**src/sv/sse_pkg.sv**
```systemverilog
// Shared types and constants of the sparse sub-matrix extraction block.
// No dependencies; compile first.
package sse_pkg;

    // Fixed field widths of the item and result channels
    localparam int OPCODE_W   = 2;
    localparam int IDX_W      = 10;
    localparam int VALUE_W    = 64;
    localparam int PTR_W      = 32;
    localparam int KCOUNT_W   = 11;
    localparam int RANK_W     = 10;

    // Parameter defaults
    localparam int INDEX_DEPTH_DEF = 1024;
    localparam int VALUE_BITS_DEF  = 64;
    localparam int COUNT_BITS_DEF  = 32;

    typedef enum logic [OPCODE_W-1:0] {
        OP_MARK     = 2'd0,
        OP_RENUMBER = 2'd1,
        OP_ENTRY    = 2'd2,
        OP_CLEAR    = 2'd3
    } t_opcode;

    typedef enum logic [2:0] {
        ST_SWEEP,
        ST_IDLE,
        ST_LOOKUP,
        ST_WALK,
        ST_REPORT
    } t_state;

    // Controller to datapath
    typedef struct packed {
        logic idle;          // ready for an item, read port follows the item column
        logic capture;       // latch an entry item
        logic mark_wr;       // set the mark of the item's fine index
        logic sweep_start;   // rewind the cursor for a clearing pass
        logic sweep;         // zero one mark entry, advance cursor
        logic walk_start;    // rewind cursor and rank for a renumber walk
        logic walk_step;     // walk step: advance cursor, rank the pending entry
        logic emit_entry;    // load the entry result, if any
        logic emit_report;   // load the renumber result, zero the counter
    } t_cmd;

    // Datapath to controller
    typedef struct packed {
        logic sweep_last;    // cursor sits on the last mark entry
        logic walk_done;     // all entries read and ranked
        logic out_free;      // output register can take a result this cycle
    } t_status;

endpackage

```
**src/sv/sse_ctrl.sv**
```systemverilog
// Sequencing state machine: clearing pass, item dispatch, walk, result loads.
// Depends on sse_pkg (t_state, t_opcode, t_cmd, t_status).
module sse_ctrl (
    input  logic                           i_clk,
    input  logic                           i_rst_n,
    input  logic                           i_valid,
    input  logic [sse_pkg::OPCODE_W-1:0]   i_opcode,
    input  sse_pkg::t_status               i_status,
    output sse_pkg::t_cmd                  o_cmd
);
    import sse_pkg::*;

    t_state r_state;
    t_state n_state;

    always_ff @(posedge i_clk) begin
        if (!i_rst_n) begin
            r_state <= ST_SWEEP;
        end else begin
            r_state <= n_state;
        end
    end

    always_comb begin
        n_state = r_state;
        o_cmd   = '0;
        case (r_state)
            ST_SWEEP: begin
                o_cmd.sweep = 1'b1;
                if (i_status.sweep_last) begin
                    n_state = ST_IDLE;
                end
            end
            ST_IDLE: begin
                o_cmd.idle = 1'b1;
                if (i_valid) begin
                    case (t_opcode'(i_opcode))
                        OP_MARK: begin
                            o_cmd.mark_wr = 1'b1;
                        end
                        OP_RENUMBER: begin
                            o_cmd.walk_start = 1'b1;
                            n_state          = ST_WALK;
                        end
                        OP_ENTRY: begin
                            o_cmd.capture = 1'b1;
                            n_state       = ST_LOOKUP;
                        end
                        OP_CLEAR: begin
                            o_cmd.sweep_start = 1'b1;
                            n_state           = ST_SWEEP;
                        end
                        default: begin
                            n_state = ST_IDLE;
                        end
                    endcase
                end
            end
            ST_LOOKUP: begin
                if (i_status.out_free) begin
                    o_cmd.emit_entry = 1'b1;
                    n_state          = ST_IDLE;
                end
            end
            ST_WALK: begin
                o_cmd.walk_step = 1'b1;
                if (i_status.walk_done) begin
                    n_state = ST_REPORT;
                end
            end
            ST_REPORT: begin
                if (i_status.out_free) begin
                    o_cmd.emit_report = 1'b1;
                    n_state           = ST_IDLE;
                end
            end
            default: begin
                n_state = ST_SWEEP;
            end
        endcase
    end

endmodule

```
**config.mk**
```make
export PLATFORM = sky130hd
export DESIGN_NAME = sse_ctrl
export DESIGN_NICKNAME = d
export VERILOG_FILES = /design/src/sv/sse_pkg.sv /design/src/sv/sse_ctrl.sv
export SDC_FILE = /design/constraint.sdc
export NUM_CORES = 1
export LEC_CHECK = 0
export BUFFER_PORTS_ARGS = -buffer_cell sky130_fd_sc_hd__buf_2
export CAP_MARGIN = 15
export CORE_AREA = 2 2 39 41
export CTS_CLUSTER_SIZE = 16
export DETAILED_ROUTE_END_ITERATION = 16
export DIE_AREA = 0 0 41 43
export HOLD_SLACK_MARGIN = 0.03
export MAX_ROUTING_LAYER = met4
export PLACE_DENSITY = 0.58
export SLEW_MARGIN = 20
export SYNTH_ARGS = -nofsm -noshare
export SYNTH_HDL_FRONTEND = slang
export SYNTH_SLANG_ARGS = --single-unit
```
**constraint.sdc**
```tcl
create_clock -name i_clk -period 2.6 [get_ports i_clk]
set_input_delay 0.39 -clock i_clk [delete_from_list [all_inputs] [get_ports i_clk]]
set_output_delay 0.39 -clock i_clk [all_outputs]
set_load 0.01 [all_outputs]
```
==> results.tsv <==
metric	value	unit
startpoint	r_state[0]	
regMostFlops	r_state	
post-route-drc-count	0	
outcome	finished, final reports clean	
cts_buffer_depth	2	
r2r_end	r_state[1]	
grt.overflow.total	0	
synth_edf_count	0	
synth_top_area_frac	0.161	
post_drt_wl_per_cell	11.3	µm
track_usage	0.117	
ys_ff_latch	3	
antennaDiodeCount	0	
die_w	41	µm
cp.arrival	1.42	ns
fin_hold_ws	0.450	ns
vias_per_cell	5.00	
grt_pass1_vias	329	
cts.sinks	3	
grt_max_degree	13	
fp-row-count	14	
skew	0.00252	ns
syn_to_final_growth	26.2	%
fin_nets	72	
routabilityCongestion	0.636	
synth_top_cells_by_area	dfxtp_1 16%, ha_1 13%, and3_1 6.7%	
ant_nets	0	
whs_path_depth	2	
syn_area	373	µm²
core_area	0.00138	mm²
max_freq	553	MHz
hpwlAfterDp	638	µm
synth_top_flop_cell	dfxtp_1	
min_period_over_period	0.696	
setup_viol	0	
start_util	0.269	
reg2reg_depth	4	
synthTopCellsByCount	4 x and3_1, 4 x ha_1	
p_per_area	560	mW/mm²
io_pins	17	
totalWireLength	846	µm
tightest_slew	0.508	ns
path_class	reg -> out	
synthArstFlopShare	0	
irDropWorstVdd	0.125	mV
clkLatencyLatePin	0.23	ns
die_h	43	µm
grt_pass1_wl	1.37	mm
layout-drive-gt1-share	0.424	
initialDrtViolationCount	11	
power.leakage	0.242	nW
power.total	264	µW
tns	0	ns
htreeDepth	1	
cp_max_fo	12	
r2r_setup_slack	1.01	ns
timing.final.crit_period	1.81	ns
cts_setup_buffers	0	
rsz0062_at_grt	false	
post_cts_resize_count	0	
cts_tree	yes	
hold_end	r_state[2]	
cp-end-kind	output port	
hold_class	in -> reg	
avgSynthCellArea	8.67	µm²
critPathLaunchType	register	
cts_made_buffers	3	
port-buffer-count	16	
first_pass_iters	3	
slew_viol_final	0	
synth.distinct_cells	26	
worstHoldStart	i_rst_n	
required	2.21	ns
finalHoldViolCount	0	
cts-hold-fix-buffers	0	
die_area	0.00176	mm²
slew_headroom	0.661	
yosysTopAreaCell	dfxtp_1	
synth_seq_area_share	0.161	
reg2reg_from	r_state[1]	
drv_cap	0	
grt_antenna_before_repair	0	
fin_util	0.340	
syn_nets	55	
largest_reg_flops	3	
vias	375	
clkTransAtPathRegs	0.04	ns
top_regs	r_state: 3 flops	
syn_inst	43	
ys_warn_count	0	
clockRootBuffer	clkbuf_4	
==> kinds of logic after synthesis <==
kind of cell             Yosys count  share of synthesized area
AO/OA/AOI/OAI                      9                      0.185
multiplexers                       2                     0.0537
AND/OR/NAND/NOR                   17                      0.315
XOR/XNOR                           1                     0.0436
buffers and inverters              7                      0.107
flip-flops                         3                      0.161
adder cells (fa/ha/maj)            4                      0.134
==> worst max-delay path, stage by stage, from the launching register on <==
cell and delay [ns]:
dfxtp_1 0.53, nor3b_2 0.33, and3_1 0.19, buf_2 0.13
==> report_power, final <==
group | total, mW | switching [mW] | internal [mW]
sequential | 0.0781 | 0.0244 | 0.0537
clock | 0.0822 | 0.0246 | 0.0576
combinational | 0.103 | 0.0495 | 0.0538
total | 0.264 | 0.0985 | 0.165
==> routing by layer <==
layer  routed length (µm)  global-route usage
met5                    0                   -
met4                   16              0.0600
met3                   45              0.0314
met2                  430               0.175
met1                  354               0.138
==> worst max path at each step <==
stage	depth (start not counted)	end
final	3	o_cmd[6]
after floorplan	3	o_cmd[3]
after detailed placement	6	r_state[0]
after CTS	3	o_cmd[5]
after global routing	3	o_cmd[6]
after global placement	6	r_state[2]
==> final cells by class <==
type	count	area, µm²
fillers	158	913
clock buffers	4	26.3
flip-flops and latches	3	60.1
multi-input cells	33	273
well taps	16	20.0
repair buffers	16	80.1
inverters	3	11.3
==> cells in the final DEF, fill, tap and decap left out, types with 2 or more instances in the layout <==
cell       n
ha_1       4
buf_2     16
and3_1     4
nand2_1    3
dfxtp_1    3
a21oi_1    2
clkbuf_4   3
mux2i_1    2
nor3_1     3
inv_1      3
==> stage by stage <==
stage               area, µm²  setup slack (ns)  std cells
global route              470             0.690         75
finish                    470             0.791         75
detailed placement        444             0.957         71
floorplan                 373              1.14         43
CTS                       470             0.780         75
global placement          444             0.986         71
(Power assumes the default switching activity.)
